`src/hdl/cdr_pkg.sv`:
```
// shared types and constants of the command record deframer
// no dependencies; cdr_front, cdr_queue, cdr_back and the core refer to this package by scoped names
package cdr_pkg;

    localparam logic [7:0] OPC_ATTACK = 8'h80;
    localparam logic [7:0] OPC_RESET  = 8'h81;
    localparam logic [7:0] OPC_CLAMP  = 8'h82;

    // index of the final payload byte of each record
    localparam logic [3:0] ATTACK_LAST = 4'd12;
    localparam logic [3:0] CLAMP_LAST  = 4'd11;

    // payload bytes kept before the final one arrives
    localparam int HELD_DEPTH = 12;

    typedef enum logic [1:0] {
        REC_ATTACK     = 2'd0,
        REC_CLAMP      = 2'd1,
        REC_ZONE_RESET = 2'd2
    } rec_kind_t;

    typedef enum logic [1:0] {
        EV_DATA = 2'd0,
        EV_LAST = 2'd1,
        EV_ZONE = 2'd2
    } ev_op_t;

    typedef struct packed {
        ev_op_t     op;
        logic       attack;
        logic [3:0] index;
        logic [7:0] data;
    } cdr_event_t;

endpackage

```
`src/hdl/cdr_byte_if.sv`:
```
// inbound byte channel of the deframer: valid/ready handshake with byte and restart flag
// depends on nothing
interface cdr_byte_if;
    logic       valid;
    logic       ready;
    logic [7:0] rx_byte;
    logic       restart;

    modport source (output valid, output rx_byte, output restart, input ready);
    modport sink   (input valid, input rx_byte, input restart, output ready);
endinterface

```
`src/hdl/cdr_record_if.sv`:
```
// outbound record channel of the deframer: valid/ready handshake with decoded fields
// depends on nothing
interface cdr_record_if;
    logic        valid;
    logic        ready;
    logic [1:0]  record_kind;
    logic [31:0] mob_id;
    logic [31:0] avatar_id;
    logic [31:0] amount;
    logic [7:0]  element;

    modport source (output valid, output record_kind, output mob_id, output avatar_id,
                    output amount, output element, input ready);
    modport sink   (input valid, input record_kind, input mob_id, input avatar_id,
                    input amount, input element, output ready);
endinterface

```
`src/hdl/cdr_front.sv`:
```
// front end: accepts bytes, tracks the open record and turns payload bytes and zone resets into events
// depends on cdr_pkg and cdr_byte_if
module cdr_front
(
    input  logic               clk,
    input  logic               rst_n,
    cdr_byte_if.sink           rx,
    input  logic               queue_ready,
    output logic               push,
    output cdr_pkg::cdr_event_t push_event
);

    typedef enum logic [1:0] {
        IDLE,
        OPEN_ATTACK,
        OPEN_CLAMP
    } state_t;

    state_t     state_reg;
    state_t     state_next;
    logic [3:0] count_reg;
    logic [3:0] count_next;
    state_t     cur_state;
    logic [3:0] cur_count;
    logic [3:0] last_index;
    logic       accept;

    assign rx.ready = queue_ready;
    assign accept   = rx.valid & queue_ready;

    // restart drops the open record before the byte is looked at
    assign cur_state  = rx.restart ? IDLE : state_reg;
    assign cur_count  = rx.restart ? 4'd0 : count_reg;
    assign last_index = (cur_state == OPEN_ATTACK) ? cdr_pkg::ATTACK_LAST : cdr_pkg::CLAMP_LAST;

    always_comb
    begin
        state_next        = state_reg;
        count_next        = count_reg;
        push              = 1'b0;
        push_event.op     = cdr_pkg::EV_DATA;
        push_event.attack = (cur_state == OPEN_ATTACK);
        push_event.index  = cur_count;
        push_event.data   = rx.rx_byte;
        if (accept)
        begin
            case (cur_state)
                OPEN_ATTACK, OPEN_CLAMP:
                begin
                    push = 1'b1;
                    if (cur_count == last_index)
                    begin
                        push_event.op = cdr_pkg::EV_LAST;
                        state_next    = IDLE;
                        count_next    = 4'd0;
                    end
                    else
                    begin
                        state_next = cur_state;
                        count_next = cur_count + 4'd1;
                    end
                end
                default:
                begin
                    count_next = 4'd0;
                    state_next = IDLE;
                    case (rx.rx_byte)
                        cdr_pkg::OPC_ATTACK: state_next = OPEN_ATTACK;
                        cdr_pkg::OPC_CLAMP:  state_next = OPEN_CLAMP;
                        cdr_pkg::OPC_RESET:
                        begin
                            push          = 1'b1;
                            push_event.op = cdr_pkg::EV_ZONE;
                        end
                        default:             state_next = IDLE;
                    endcase
                end
            endcase
        end
    end

    always_ff @(posedge clk or negedge rst_n)
    begin
        if (!rst_n)
        begin
            state_reg <= IDLE;
            count_reg <= 4'd0;
        end
        else
        begin
            state_reg <= state_next;
            count_reg <= count_next;
        end
    end

endmodule

```
`src/hdl/cdr_queue.sv`:
```
// short event queue between front and back end
// depends on cdr_pkg
module cdr_queue
#(
    parameter int DEPTH = 4
)
(
    input  logic                clk,
    input  logic                rst_n,
    input  logic                push,
    input  cdr_pkg::cdr_event_t push_data,
    output logic                push_ready,
    input  logic                pop,
    output logic                pop_valid,
    output cdr_pkg::cdr_event_t pop_data
);

    localparam int PTR_W = (DEPTH > 1) ? $clog2(DEPTH) : 1;
    localparam int CNT_W = $clog2(DEPTH + 1);
    localparam logic [PTR_W-1:0] PTR_LAST  = PTR_W'(DEPTH - 1);
    localparam logic [CNT_W-1:0] CNT_DEPTH = CNT_W'(DEPTH);

    cdr_pkg::cdr_event_t slot_reg [0:DEPTH-1];
    logic [PTR_W-1:0]    wr_ptr_reg;
    logic [PTR_W-1:0]    rd_ptr_reg;
    logic [CNT_W-1:0]    count_reg;
    logic                do_push;
    logic                do_pop;

    assign push_ready = (count_reg != CNT_DEPTH);
    assign pop_valid  = (count_reg != '0);
    assign pop_data   = slot_reg[rd_ptr_reg];
    assign do_push    = push & push_ready;
    assign do_pop     = pop & pop_valid;

    always_ff @(posedge clk)
    begin
        if (do_push)
        begin
            slot_reg[wr_ptr_reg] <= push_data;
        end
    end

    always_ff @(posedge clk or negedge rst_n)
    begin
        if (!rst_n)
        begin
            wr_ptr_reg <= '0;
            rd_ptr_reg <= '0;
            count_reg  <= '0;
        end
        else
        begin
            if (do_push)
            begin
                wr_ptr_reg <= (wr_ptr_reg == PTR_LAST) ? '0 : wr_ptr_reg + 1'b1;
            end
            if (do_pop)
            begin
                rd_ptr_reg <= (rd_ptr_reg == PTR_LAST) ? '0 : rd_ptr_reg + 1'b1;
            end
            if (do_push && !do_pop)
            begin
                count_reg <= count_reg + 1'b1;
            end
            else if (do_pop && !do_push)
            begin
                count_reg <= count_reg - 1'b1;
            end
        end
    end

endmodule

```
`src/hdl/cdr_back.sv`:
```
// back end: stores payload bytes and assembles each finished record into the output register
// depends on cdr_pkg and cdr_record_if
module cdr_back
(
    input  logic                clk,
    input  logic                rst_n,
    input  logic                ev_valid,
    input  cdr_pkg::cdr_event_t ev,
    output logic                pop,
    cdr_record_if.source        rec
);

    logic [7:0]  held_reg [0:cdr_pkg::HELD_DEPTH-1];
    logic [7:0]  bytes    [0:cdr_pkg::HELD_DEPTH-1];
    logic        valid_reg;
    logic [1:0]  kind_reg;
    logic [31:0] mob_reg;
    logic [31:0] avatar_reg;
    logic [31:0] amount_reg;
    logic [7:0]  element_reg;
    logic        is_result;
    logic        slot_free;
    logic        take_result;

    assign is_result   = (ev.op != cdr_pkg::EV_DATA);
    assign slot_free   = !valid_reg || rec.ready;
    assign pop         = ev_valid && (!is_result || slot_free);
    assign take_result = pop && is_result;

    // final byte of a clamp record lands in the top byte of amount
    always_comb
    begin
        for (int i = 0; i < cdr_pkg::HELD_DEPTH; i++)
        begin
            bytes[i] = (ev.index == 4'(i)) ? ev.data : held_reg[i];
        end
    end

    always_ff @(posedge clk)
    begin
        if (pop && ev.op == cdr_pkg::EV_DATA)
        begin
            held_reg[ev.index] <= ev.data;
        end
    end

    always_ff @(posedge clk)
    begin
        if (take_result)
        begin
            if (ev.op == cdr_pkg::EV_ZONE)
            begin
                kind_reg    <= cdr_pkg::REC_ZONE_RESET;
                mob_reg     <= '0;
                avatar_reg  <= '0;
                amount_reg  <= '0;
                element_reg <= '0;
            end
            else
            begin
                kind_reg    <= ev.attack ? cdr_pkg::REC_ATTACK : cdr_pkg::REC_CLAMP;
                mob_reg     <= {bytes[3], bytes[2], bytes[1], bytes[0]};
                avatar_reg  <= {bytes[7], bytes[6], bytes[5], bytes[4]};
                amount_reg  <= {bytes[11], bytes[10], bytes[9], bytes[8]};
                element_reg <= ev.attack ? ev.data : 8'd0;
            end
        end
    end

    always_ff @(posedge clk or negedge rst_n)
    begin
        if (!rst_n)
        begin
            valid_reg <= 1'b0;
        end
        else if (take_result)
        begin
            valid_reg <= 1'b1;
        end
        else if (rec.ready)
        begin
            valid_reg <= 1'b0;
        end
    end

    assign rec.valid       = valid_reg;
    assign rec.record_kind = kind_reg;
    assign rec.mob_id      = mob_reg;
    assign rec.avatar_id   = avatar_reg;
    assign rec.amount      = amount_reg;
    assign rec.element     = element_reg;

endmodule

```
`src/hdl/command_record_deframer_core.sv`:
```
// command record deframer top: front end, event queue, back end
// a record's result word is registered once its last event has passed the queue and the output register is free
// throughput: one byte per cycle while the queue has room; the front end classifier is combinational
// a waiting result word holds back the next result event; the queue fills up, then input stalls
// reset: rst_n clears the open record, the queue and the output valid; no clearing pass
module command_record_deframer_core
#(
    parameter int QUEUE_DEPTH = 4
)
(
    input  logic         clk,
    input  logic         rst_n,
    cdr_byte_if.sink     rx,
    cdr_record_if.source rec
);

    logic                push;
    logic                push_ready;
    cdr_pkg::cdr_event_t push_event;
    logic                pop;
    logic                pop_valid;
    cdr_pkg::cdr_event_t pop_event;

    cdr_front u_front
    (
        .clk         (clk),
        .rst_n       (rst_n),
        .rx          (rx),
        .queue_ready (push_ready),
        .push        (push),
        .push_event  (push_event)
    );

    cdr_queue
    #(
        .DEPTH (QUEUE_DEPTH)
    )
    u_queue
    (
        .clk        (clk),
        .rst_n      (rst_n),
        .push       (push),
        .push_data  (push_event),
        .push_ready (push_ready),
        .pop        (pop),
        .pop_valid  (pop_valid),
        .pop_data   (pop_event)
    );

    cdr_back u_back
    (
        .clk      (clk),
        .rst_n    (rst_n),
        .ev_valid (pop_valid),
        .ev       (pop_event),
        .pop      (pop),
        .rec      (rec)
    );

endmodule

```
`src/flat_wrapper.sv`:
```
// flat-port wrapper written by rule: the top's interface ports become plain ports
module command_record_deframer_core_flat 
#(
    parameter int QUEUE_DEPTH = 4
)
  (clk, rst_n, rx_valid, rx_rx_byte, rx_restart, rx_ready, rec_valid, rec_record_kind, rec_mob_id, rec_avatar_id, rec_amount, rec_element, rec_ready);
  cdr_byte_if rx_i ();
  cdr_record_if rec_i ();
  input  logic clk;
  input  logic rst_n;
  input wire logic [$bits(rx_i.valid)-1:0] rx_valid;
  input wire logic [$bits(rx_i.rx_byte)-1:0] rx_rx_byte;
  input wire logic [$bits(rx_i.restart)-1:0] rx_restart;
  output wire logic [$bits(rx_i.ready)-1:0] rx_ready;
  output wire logic [$bits(rec_i.valid)-1:0] rec_valid;
  output wire logic [$bits(rec_i.record_kind)-1:0] rec_record_kind;
  output wire logic [$bits(rec_i.mob_id)-1:0] rec_mob_id;
  output wire logic [$bits(rec_i.avatar_id)-1:0] rec_avatar_id;
  output wire logic [$bits(rec_i.amount)-1:0] rec_amount;
  output wire logic [$bits(rec_i.element)-1:0] rec_element;
  input wire logic [$bits(rec_i.ready)-1:0] rec_ready;
  assign rx_i.valid = rx_valid;
  assign rx_i.rx_byte = rx_rx_byte;
  assign rx_i.restart = rx_restart;
  assign rx_ready = rx_i.ready;
  assign rec_valid = rec_i.valid;
  assign rec_record_kind = rec_i.record_kind;
  assign rec_mob_id = rec_i.mob_id;
  assign rec_avatar_id = rec_i.avatar_id;
  assign rec_amount = rec_i.amount;
  assign rec_element = rec_i.element;
  assign rec_i.ready = rec_ready;
  command_record_deframer_core #(.QUEUE_DEPTH(QUEUE_DEPTH)) u_core (.clk(clk), .rst_n(rst_n), .rx(rx_i), .rec(rec_i));
endmodule
```
`config.mk`:
```
export PLATFORM = sky130hd
export DESIGN_NAME = command_record_deframer_core_flat
export DESIGN_NICKNAME = d
export VERILOG_FILES = /design/src/hdl/cdr_pkg.sv /design/src/hdl/cdr_byte_if.sv /design/src/hdl/cdr_record_if.sv /design/src/hdl/cdr_front.sv /design/src/hdl/cdr_queue.sv /design/src/hdl/cdr_back.sv /design/src/hdl/command_record_deframer_core.sv /design/src/flat_wrapper.sv
export SDC_FILE = /design/constraint.sdc
export NUM_CORES = 1
export LEC_CHECK = 0
export BUFFER_PORTS_ARGS = -buffer_cell sky130_fd_sc_hd__buf_2
export CAP_MARGIN = 10
export CORE_UTILIZATION = 50
export DETAILED_ROUTE_END_ITERATION = 10
export GPL_TIMING_DRIVEN = 0
export PLACE_DENSITY = 0.7
export SYNTH_ARGS = -nofsm -noshare
export SYNTH_HDL_FRONTEND = slang
export SYNTH_SLANG_ARGS = --single-unit
```
`constraint.sdc`:
```
create_clock -name clk -period 10.7 [get_ports clk]
set_input_delay 0.535 -clock clk [delete_from_list [all_inputs] [get_ports clk]]
set_output_delay 0.535 -clock clk [all_outputs]
set_load 0.02 [all_outputs]
```
# Yosys cells after proc, flatten, opt, wreduce, memory -nomap -nowiden
# Memories as Yosys holds them, arrays and structs flattened.
# Cells that the tools add are included.
[totals] output_inout_bits=108 word_cells=100 ramBits=156 reg_bits=120 inputBits=13 memories=2
[mem_list] memory="u_core.u_back.held_reg" depth=12 word_bits=8 rd=12 rd_clocked_by_memory_dff=0 wr=1 line_no="cdr_back.sv:13" text="logic [7:0] held_reg [0:cdr_pkg::HELD_DEPTH-1];"
[mem_list] memory="u_core.u_queue.slot_reg" depth=4 word_bits=15 rd=1 rd_clocked_by_memory_dff=0 wr=1 line_no="cdr_queue.sv:23" text="cdr_pkg::cdr_event_t slot_reg [0:DEPTH-1];"
[op_classes] n_addsub=5 n_reduce_logical=19 n_mux=38 eq_ne=21 bitwise_logic=4
[op_table] cell="two-way mux 8 bit" n=12
[op_table] cell="equality test 8 bit, second input constant" n=3
[op_table] cell="equality test 4 x 3 -> 1 bit, second input constant" n=4
[op_table] cell="equality test 4 bit, second input constant" n=4
[op_table] cell="two-way mux 2 bit" n=8
[op_table] cell="two-way mux 4 bit" n=3
[op_table] cell="two-way mux 1 bit" n=11
[op_table] cell="two-way mux 3 bit" n=3
[op_table] cell="equality test 2 bit, second input constant" n=4
[op_table] cell="equality test 4 x 2 -> 1 bit, second input constant" n=2
[op_table] cell="nonzero test 2 bit" n=3
[op_table] cell="logical AND 1 bit" n=5
[op_table] cell="adder 2 x 1 -> 2 bit, second input constant" n=2
[op_table] cell="adder 4 x 1 -> 4 bit, second input constant" n=1
[op_table] cell="equality test 4 x 1 -> 1 bit, second input constant" n=1
[op_table] cell="equality test 4 bit" n=1
[op_table] cell="zero test 1 bit" n=4
[op_table] cell="zero test 4 bit" n=1
[op_table] cell="case mux 2 bit (2 select lines)" n=1
[op_table] cell="OR reduction 2 bit" n=2
[op_table] cell="adder 3 x 1 -> 3 bit, second input constant" n=1
[op_table] cell="AND 1 bit" n=3
[op_table] cell="!= test 3 bit, second input constant" n=1
[op_table] cell="nonzero test 3 bit" n=1
[op_table] cell="5 further kinds" n=6

# Longest topological paths before layout
# Gate-level depths: netlist (run 1).
[logic_depth] depth_word=10 mapped_depth=10 depth_no_buf=10

# Hierarchy
# A second synthesis (run 1) with hierarchy kept.
[unflattened] hier_cells=668 hier_area_um2=10831.6
[modules_own_cells] mod="cdr_back" n_inst=1 cells_each=492 area_per_inst_um2=7664.9 seq_area_each_um2=6090.8
[modules_own_cells] mod="cdr_queue" n_inst=1 cells_each=116 area_per_inst_um2=2643.8 seq_area_each_um2=1976.9
[modules_own_cells] mod="cdr_front" n_inst=1 cells_each=60 area_per_inst_um2=523.0 seq_area_each_um2=150.1

# Worst setup path after synthesis (run 1)
# No wires, ideal clock.
[synth_path] kind="register to register" startpoint="register u_core.u_queue.rd_ptr_reg[0]" endpoint="register u_core.u_back.amount_reg[0], in the netlist u_core.u_back.rec.amount[0] (enable)" setup_time_ns=0.722 synth_period_minus_slack_ns=9.327 t_required_ns=9.978 path_buffers=1 setup_slack_ns=1.373 stages_incl_launch_ff=5 arrival_ns=8.605 path_cell_list="dfrtp_1 -> buf_6 -> mux4_1 -> nor2_1 -> nor3b_1"
[synth_via] elab_chain_len=6
[synth_lines] element="start, declared" line_no="cdr_queue.sv:25" text="logic [PTR_W-1:0] rd_ptr_reg;"
[synth_lines] element="start signal, assigned" line_no="cdr_queue.sv:60" text="rd_ptr_reg <= (rd_ptr_reg == PTR_LAST) ? '0 : rd_ptr_reg + 1'b1;"
[synth_lines] element="memory (4 x 15 bit) (*)"
[synth_lines] element="nonzero test 2 bit (*)" line_no="cdr_back.sv:25" text="assign is_result = (ev.op != cdr_pkg::EV_DATA);"
[synth_lines] element="zero test 1 bit" line_no="cdr_back.sv:27" text="assign pop = ev_valid && (!is_result || slot_free);"
[synth_lines] element="logical OR 1 bit" line_no="cdr_back.sv:27"
[synth_lines] element="logical AND 1 bit" line_no="cdr_back.sv:27"
[synth_lines] element="logical AND 1 bit (*)" line_no="cdr_back.sv:28" text="assign take_result = pop && is_result;"
[synth_lines] element="net u_core.u_back.take_result" line_no="cdr_back.sv:23" text="logic take_result;"
[synth_lines] element="end signal, assigned" line_no="cdr_back.sv:64" text="amount_reg <= {bytes[11], bytes[10], bytes[9], bytes[8]};"
[synth_lines] element="end, declared" line_no="cdr_back.sv:19" text="logic [31:0] amount_reg;"
# Mark *: on every way through the listed nets, which the timed path passes. The rest lies on a longest branch.
# A chain may end at the register's enable or synchronous reset.

# Worst setup path after layout (run 1)
[layout_path] startpoint="register u_core.u_queue.rd_ptr_reg[0]" endpoint="memory u_core.u_back.held_reg[8][1] (enable)"
[layout_via] elab_chain_len=8 elab_cells_between_ends=9 cone_classes="mux: 2; reduce/logical: 6; memory: 1"
[layout_lines] element="memory (4 x 15 bit) (*)"
[layout_lines] element="nonzero test 2 bit" line_no="cdr_back.sv:25"
[layout_lines] element="zero test 1 bit" line_no="cdr_back.sv:27"
[layout_lines] element="logical OR 1 bit" line_no="cdr_back.sv:27"
[layout_lines] element="logical AND 1 bit" line_no="cdr_back.sv:27"
[layout_lines] element="logical AND 1 bit" line_no="cdr_back.sv:41" text="if (pop && ev.op == cdr_pkg::EV_DATA)"
[layout_lines] element="two-way mux 1 bit" line_no="cdr_back.sv:41"
[layout_lines] element="two-way mux 1 bit (not written as such)" line_no="cdr_back.sv:43" text="held_reg[ev.index] <= ev.data;"
[layout_lines] element="end, declared" line_no="cdr_back.sv:13"
# Every way passes the cells marked *; elsewhere a longest branch is shown, timed or not.

==> results of run 1 <==
==> placed cells by master, fill, tap and decap left out, types with 3 or more instances in the layout <==
| master | netlist | routed |
|---|---|---|
| mux2i_1 | 80 | 80 |
| nor2b_1 | 4 | 4 |
| nand2_1 | 95 | 95 |
| clkbuf_1 | 6 | 16 |
| nand3_1 | 17 | 17 |
| dfrtp_1 | 14 | 14 |
| ha_1 | 8 | 8 |
| nor2_1 | 9 | 9 |
| and3_1 | 8 | 8 |
| nor3_1 | 12 | 12 |
| nor2_8 | 10 | 10 |
| buf_2 | 19 | 140 |
| xor2_1 | 3 | 3 |
| buf_4 | 5 | 5 |
| buf_6 | 3 | 11 |
| clkinv_2 | 0 | 3 |
| mux4_2 | 13 | 13 |
| clkbuf_16 | 0 | 29 |
| inv_1 | 9 | 9 |
| clkbuf_8 | 0 | 5 |
| mux2_2 | 5 | 5 |
| nand2b_1 | 8 | 8 |
| and2_1 | 4 | 4 |
| edfxtp_1 | 262 | 262 |
| o21ai_0 | 23 | 23 |
==> power breakdown <==
part | internal [mW] | switching, mW
clock network | 0.579 | 0.377
logic | 0.389 | 0.919
registers | 1.56 | 0.0679
==> routing by layer <==
layer  vias up  share of wire, %  wire length [µm]
li1       2725                 -                 -
met1      2906                40              8883
met2       253                50             10960
met3        53               6.8              1488
met4         0               3.0               660
met5         -                 0                 0
==> area by class of cell <==
type	instances	area share, %
inverter	9	0.2611
timing repair buffer	130	5.453
multi-input combinational	322	19.50
buffer	33	1.460
clock inverter	8	0.7252
sequential	276	63.51
clock buffer	44	6.430
tap	275	2.659
==> logic make-up (layout without fill, tap and decap cells) <==
family	count (synthesis)	in the layout	share of synthesized area, %
XOR/XNOR	5	5	0.3997
flip-flops	276	276	74.99
buffers and inverters	42	224	2.032
AND/OR/NAND/NOR	181	181	9.213
AO/OA/AOI/OAI	27	27	1.302
multiplexers	100	100	10.97
adder cells (fa/ha/maj)	9	9	1.096
==> metrics by stage <==
stage	setup slack, ns	utilization (%)	hold slack (ns)
2_1_floorplan	1.373	-	0.2394
3_3_place_gp	-0.8035	55.92	0.4388
3_5_place_dp	7.476	56.37	0.4532
4_1_cts	7.465	60.77	0.2241
5_1_grt	7.318	60.79	0.2434
6_report	7.513	60.79	0.2379
==> worst max-delay path by stage <==
stage / start / end / cells after the start
finish: u_core.u_queue.rd_ptr_reg[0] / u_core.u_back.held_reg[8][1] / 6
global route: u_core.u_queue.rd_ptr_reg[0] / u_core.u_back.held_reg[8][4] / 6
CTS: u_core.u_queue.rd_ptr_reg[0] / u_core.u_back.held_reg[8][4] / 6
detailed placement: u_core.u_queue.rd_ptr_reg[0] / u_core.u_back.held_reg[8][3] / 6
global placement: u_core.u_queue.rd_ptr_reg[1] / u_core.u_back.rec.mob_id[20] / 4
floorplan: u_core.u_queue.rd_ptr_reg[0] / u_core.u_back.rec.amount[0] / 4
==> worst max-delay path: cells and delay by family, from the launching register on <==
kind | cells | cell delay [ns]
buffers and inverters | 2 | 0.40
AND/OR/NAND/NOR | 3 | 1.45
flip-flops | 1 | 0.36
multiplexers | 1 | 0.58
==> metrics.csv, run 1 <==
metric,value,unit
status,"complete, no violations",
first-pass GRT wire length,32920,µm
met1 Track Usage GR,25.99,%
GR Util All Layers,19.90,%
fin. max-slew vios,0,
die extent in x,150.1,µm
final setup fails,0,
Area Growth Syn to Fin,18.07,%
Hold Buf Count CTS,1,
GRT Max-Usage Layer,met2,
Achievable Freq,313.8,MHz
Via Count,5937,
post-synthesis sequential area ratio,74.99,%
hold path endpoint,u_core.u_queue.slot_reg[3][6],
post-CTS setup buffer count,0,
clock root buffer,clkbuf_16,
row count,53,
later-pin clock latency in the skew report,0.53,ns
hold-critical path depth,1,
initial core utilization,51.48,%
max-cap violations,0,
CP endpoint kind,register,
maximum VDD drop,0.1386,mV
worst hold-check path type,in -> reg,
top-count cell post-synth,edfxtp_1,
total power,3.889,mW
H-tree depth,1,
worst-path fanout max,10,
Yosys reg bits,276,
Num CTS Buffers,28,
final-report hold violation count,0,
Crit-path slowest cell,nor3_1,
Routability Congestion,0.8241,
Reg2Reg Setup Slack,7.51,ns
CP peak stage delay,0.97,ns
CP required,10.84,ns
diode count,0,
main flop type after synthesis,edfxtp_1,
"Reg clk slew, reported paths",0.06,ns
CP Cell Sequence,buf_6 > mux4_1 > nor2_1 > nand2_1 > buf_2 > nor3_1,
DR pass1 iterations,5,
fraction of layout cells with a size suffix above 1,27.98,%
I/O pins,121,
Yosys warning total,0,
Post-Route WL,21990,µm
DR WL/cell,20.05,µm
Via density,5.412,
syn_area_per_cell,17.12,µm²
met3 Usage GRT,2.470,%
initial antenna violation count,0,
worst r2r path cells,6,
total congestion overflow,0,
met2 GRT Util,34.40,%
CP Launch Type,register,
Worst Clk Skew,0.007197,ns
Detailed Route Iter0 Violations,478,
slew margin rel.,20.21,%
Detail Route Antenna Nets,0,
"area leader, netlist",edfxtp_1,
Reg area,8218,µm²
Synth cell types,37,
RSZ-0062 raised after global routing,false,
non-filler instance count after layout,1097,
Largest register FFs,96,
residual DRC count,0,
reg2reg end,u_core.u_back.held_reg[8][1],
Post-synth top cells,"edfxtp_1, nand2_1, mux2i_1, o21ai_0, buf_2",
IO buf count,120,
dpl cell area,12000,µm²
CORE AREA,21290,µm²
asr flop ratio synth,5.072,%
P_leak,4.871,nW
Die ar.,22520,µm²
Syn Nets,662,
pwr dens,300.5,nW/µm²
r2r startpoint,u_core.u_queue.rd_ptr_reg[0],
crit share post-route,29.78,%
placed cells,1043,
CTS tree,done,
largest net degree at the start of global routing,17,
Synth top area share,71.79,%
mapped cell area,10960,µm²
crit path time final,3.187,ns
critical hold path startpoint,rx_rx_byte[6],
Crit Path Class,reg -> reg,
footprint of the multi-input gates,2524,µm²
maximum buffer depth of the clock tree,3,
Synth Instances,640,
crit path DAT,3.33,ns
cts repair resizes,0,
final instance area,12940,µm²
Num Clock Sinks,276,
Die Y,150.1,µm
slew of the pin with the lowest slew margin,1.188,ns
Post-synth EDFFs,262,
Final nets,822,
Fin Setup TNS,0,ns
vias in the first global route,5917,
layout filler cell count,1549,
largest cells by area after synthesis,"edfxtp_1, mux2i_1, nand2_1",
dpl hpwl,14640,µm
Note: power is estimated with default switching activity, not from simulation.
==> run 2, diff against run 1 <==
--- a/config.mk
+++ b/config.mk
@@ -5,12 +5,13 @@
 export SDC_FILE = /design/constraint.sdc
 export NUM_CORES = 1
 export LEC_CHECK = 0
+export ABC_AREA = 1
 export BUFFER_PORTS_ARGS = -buffer_cell sky130_fd_sc_hd__buf_2
 export CAP_MARGIN = 10
 export CORE_UTILIZATION = 50
 export DETAILED_ROUTE_END_ITERATION = 10
 export GPL_TIMING_DRIVEN = 0
-export PLACE_DENSITY = 0.7
+export PLACE_DENSITY = 0.72
 export SYNTH_ARGS = -nofsm -noshare
 export SYNTH_HDL_FRONTEND = slang
 export SYNTH_SLANG_ARGS = --single-unit
==> constraint.sdc (replaced) <==
create_clock -name clk -period 2.6 [get_ports clk]
set_input_delay 0.13 -clock clk [delete_from_list [all_inputs] [get_ports clk]]
set_output_delay 0.13 -clock clk [all_outputs]
set_load 0.02 [all_outputs]
==> run 2 against run 1 <==
Effect of this change: maximum frequency rose by 25%; register-to-register slack got worse by 7.5 ns; area after synthesis grew 4.0%; clock-buffer cell count down 13; flip-flop and latch count unchanged; sequential share of layout area shrank 3.1 points.
==> metrics.csv, run 2 <==
metric,value,unit,change
post-synthesis adder-cell area fraction,1.054,%,-0.042 points
fin. max-slew vios,0,,unchanged
max-cap violations,0,,unchanged
Via density,5.131,,-5.2%
IO buf count,120,,unchanged
clock root buffer,clkbuf_16,,
total congestion overflow,0,,unchanged
Num CTS Buffers,28,,unchanged
DR pass1 iterations,5,,unchanged
Reg power frac,37.9,%,-3.8 points
largest family of logic cells by synthesized area,simple AND/OR/NAND/NOR gates,,
Reg area,8219,µm²,about the same
crit path time final,2.559,ns,-0.6281 ns
compound-gate portion of the synthesized area,1.273,%,-0.028 points
final setup fails,0,,unchanged
syn_area_per_cell,11.10,µm²,-35%
Post-Synth Simple-Gate Area,21.24,%,+12 points
Yosys warning total,0,,unchanged
DRT met1 WL,10470,µm,+18%
post-synthesis sequential area ratio,72.10,%,-2.9 points
met3 wire length,1797,µm,+21%
initial antenna violation count,0,,unchanged
Detailed Route Iter0 Violations,761,,+59%
RSZ-0062 raised after global routing,true,,
Final nets,1221,,+49%
proportion of synthesized area in mux cells,0.09880,%,-11 points
later-pin clock latency in the skew report,0.54,ns,about the same
Sw Pwr,7.958,mW,+480%
"area leader, netlist",edfxtp_1,,
Internal,11.58,mW,+360%
final-report hold violation count,0,,unchanged
GR Util All Layers,21.78,%,+1.9 points
Crit Path Class,reg -> reg,,
maximum VDD drop,0.6522,mV,+370%
Detail Route Antenna Nets,0,,unchanged
Yosys reg bits,276,,unchanged
Gate power share,40.6,%,+6.9 points
largest cells by area after synthesis,"edfxtp_1, nand2_1, nor2_1",,
Routability Congestion,0.8035,,-2.5%
Synth top area share,69.03,%,-2.8 points
largest net degree at the start of global routing,49,,+32
Largest register FFs,96,,unchanged
footprint of the multi-input gates,2770,µm²,+9.8%
maximum buffer depth of the clock tree,3,,unchanged
I/O pins,121,,unchanged
P_leak,5.781,nW,+19%
dpl hpwl,16490,µm,+13%
main flop type after synthesis,edfxtp_1,,
crit share post-route,98.41,%,+69 points
diode count,0,,unchanged
"commonest cells after routing, fill and taps aside","nand2_1, edfxtp_1, nor2_1",,
dpl cell area,12430,µm²,+3.6%
crit path DAT,2.80,ns,-0.53 ns
initial core utilization,51.59,%,+0.10 points
slew of the pin with the lowest slew margin,0.9254,ns,-0.2624 ns
Num Clock Sinks,276,,unchanged
Post-synth EDFFs,262,,unchanged
CP Launch Type,register,,
Synth Instances,1027,,+60%
die extent in x,153.0,µm,+2.0%
mapped cell area,11400,µm²,+4.0%
clock network power share,21.4,%,-3.2 points
Via Count,7701,,+30%
CP endpoint kind,register,,
Area Growth Syn to Fin,19.33,%,
CTS tree,done,,
top-count cell post-synth,nand2_1,,
Synth cell types,29,,-22%
first-pass GRT wire length,39190,µm,+19%
H-tree depth,1,,unchanged
worst hold-check path type,in -> async,,
Die ar.,23400,µm²,+3.9%
vias in the first global route,7324,,+24%
Reg2Reg Setup Slack,0.04,ns,-7.47 ns
CP Launch Point,u_core.u_front.state_reg[0],,
slew margin rel.,38.24,%,+18 points
asr flop ratio synth,5.072,%,unchanged
top routing layer used,met4,,
Worst Clk Skew,0.01708,ns,+0.009882 ns
fraction of layout cells with a size suffix above 1,20.23,%,-7.8 points
layout filler cell count,1682,,+8.6%
worst-path fanout max,8,,-2
final instance area,13600,µm²,+5.1%
CP required,2.84,ns,-8.00 ns
"Reg clk slew, reported paths",0.06,ns,about the same
Post-synth top cells,"nand2_1, edfxtp_1, nor2_1, inv_1, nand3_1",,
DR WL/cell,16.89,µm,-16%
status,"complete, no violations",,
r2r startpoint,u_core.u_front.state_reg[0],,
pwr dens,1437,nW/µm²,+380%
total power,19.54,mW,+400%
"commonest non-fill, non-tap cell in the layout",nand2_1,,
Post-Route WL,25360,µm,+15%
Syn Nets,1049,,+58%
Achievable Freq,390.8,MHz,+25%
Die Y,153.0,µm,+2.0%
switching part of the total,40.73,%,+5.6 points
Fin Hold WS,0.01878,ns,-0.2191 ns
CORE AREA,22090,µm²,+3.8%
residual DRC count,0,,unchanged
wire length on met2,12400,µm,+13%
row count,54,,+1.9%
Post-Synth XOR/XNOR Area,0.3074,%,-0.092 points
-- run 2: cell count changes after synthesis, moves of 17 or more --
cell     delta
nand2_1   +197
nand3_1    +17
inv_1      +66
mux2i_1    -80
nor2_1    +234
-- run 2: per-layer routing --
metal	vias up	global-route usage [%]
met5	-	0
met4	0	7.744
met3	55	3.034
met2	319	36.83
met1	3619	28.96
li1	3708	-
-- run 2: power groups by stage --
stage	Sequential, mW	Clock, mW	Combinational [mW]
after CTS	7.43	4.22	7.91
after floorplan	8.73	0	3.73
after global routing	7.54	4.39	8.61
after global placement	7.49	0	7.29
final	7.41	4.19	7.94
after detailed placement	7.52	0	7.75
-- run 2: area by class of cell --
type	count	share of cell area [%]
Clock inverter	21	1.730
Inverter	81	2.291
Tap cell	280	2.576
Sequential cell	276	60.43
Timing Repair inverter	1	0.05520
Timing Repair Buffer	141	6.090
Clock buffer	31	5.391
Buffer	26	1.067
Multi-Input combinational cell	644	20.37
-- run 2: stage by stage --
step           worst slack [ns]  utilization, %  setup TNS, ns  instances
2_1_floorplan           -0.3074               -         -32.58       1027
3_3_place_gp             -1.105           55.94        -130.99       1427
3_5_place_dp           -0.07009           56.28         -3.247       1431
4_1_cts                 0.03485           61.37              0       1499
5_1_grt                 -0.1216           61.56         -4.764       1501
6_report                0.04128           61.56              0       1501
-- run 2: cell families (layout without fill, tap and decap cells) --
| logic type | Yosys count | in the layout |
|---|---|---|
| buf+inv | 107 | 301 |
| fa+ha+maj | 9 | 9 |
| simple gates | 602 | 602 |
| mux | 1 | 1 |
| flops | 276 | 276 |
| xor+xnor | 4 | 4 |
| compound gates | 28 | 28 |
-- run 2: path summary, 6_finish.rpt --
kind                                                   to  depth (start not counted)
setup reg to reg           u_core.u_queue.slot_reg[1][13]                          9
hold / removal                u_core.u_front.count_reg[1]                          2
max in group asynchronous    u_core.u_queue.rd_ptr_reg[0]                          2
min in group clk            u_core.u_queue.slot_reg[3][9]                          2
setup / recovery           u_core.u_queue.slot_reg[1][13]                          9
hold reg to reg               u_core.u_queue.count_reg[2]                          1
-- run 2: worst max-delay path, cell delays in order, from the launching register on --
cell and delay (ns):
dfrtp_1 0.39, inv_1 0.06, nor2_1 0.05, ha_1 0.33, nor2_1 0.19, inv_1 0.08, nand2_1 0.17, inv_1 0.14
nor2_1 0.60, buf_6 0.25
-- run 2: what timing repair did --
item                                    in CTS  in global routing
resized for setup                            3                 11
setup buffers                                3                  2
pin swaps                                    0                  0
hold endpoints to repair                    48                  0
hold buffers                                12                  0
endpoints found under the setup margin      75                160
gates cloned                                 1                  0
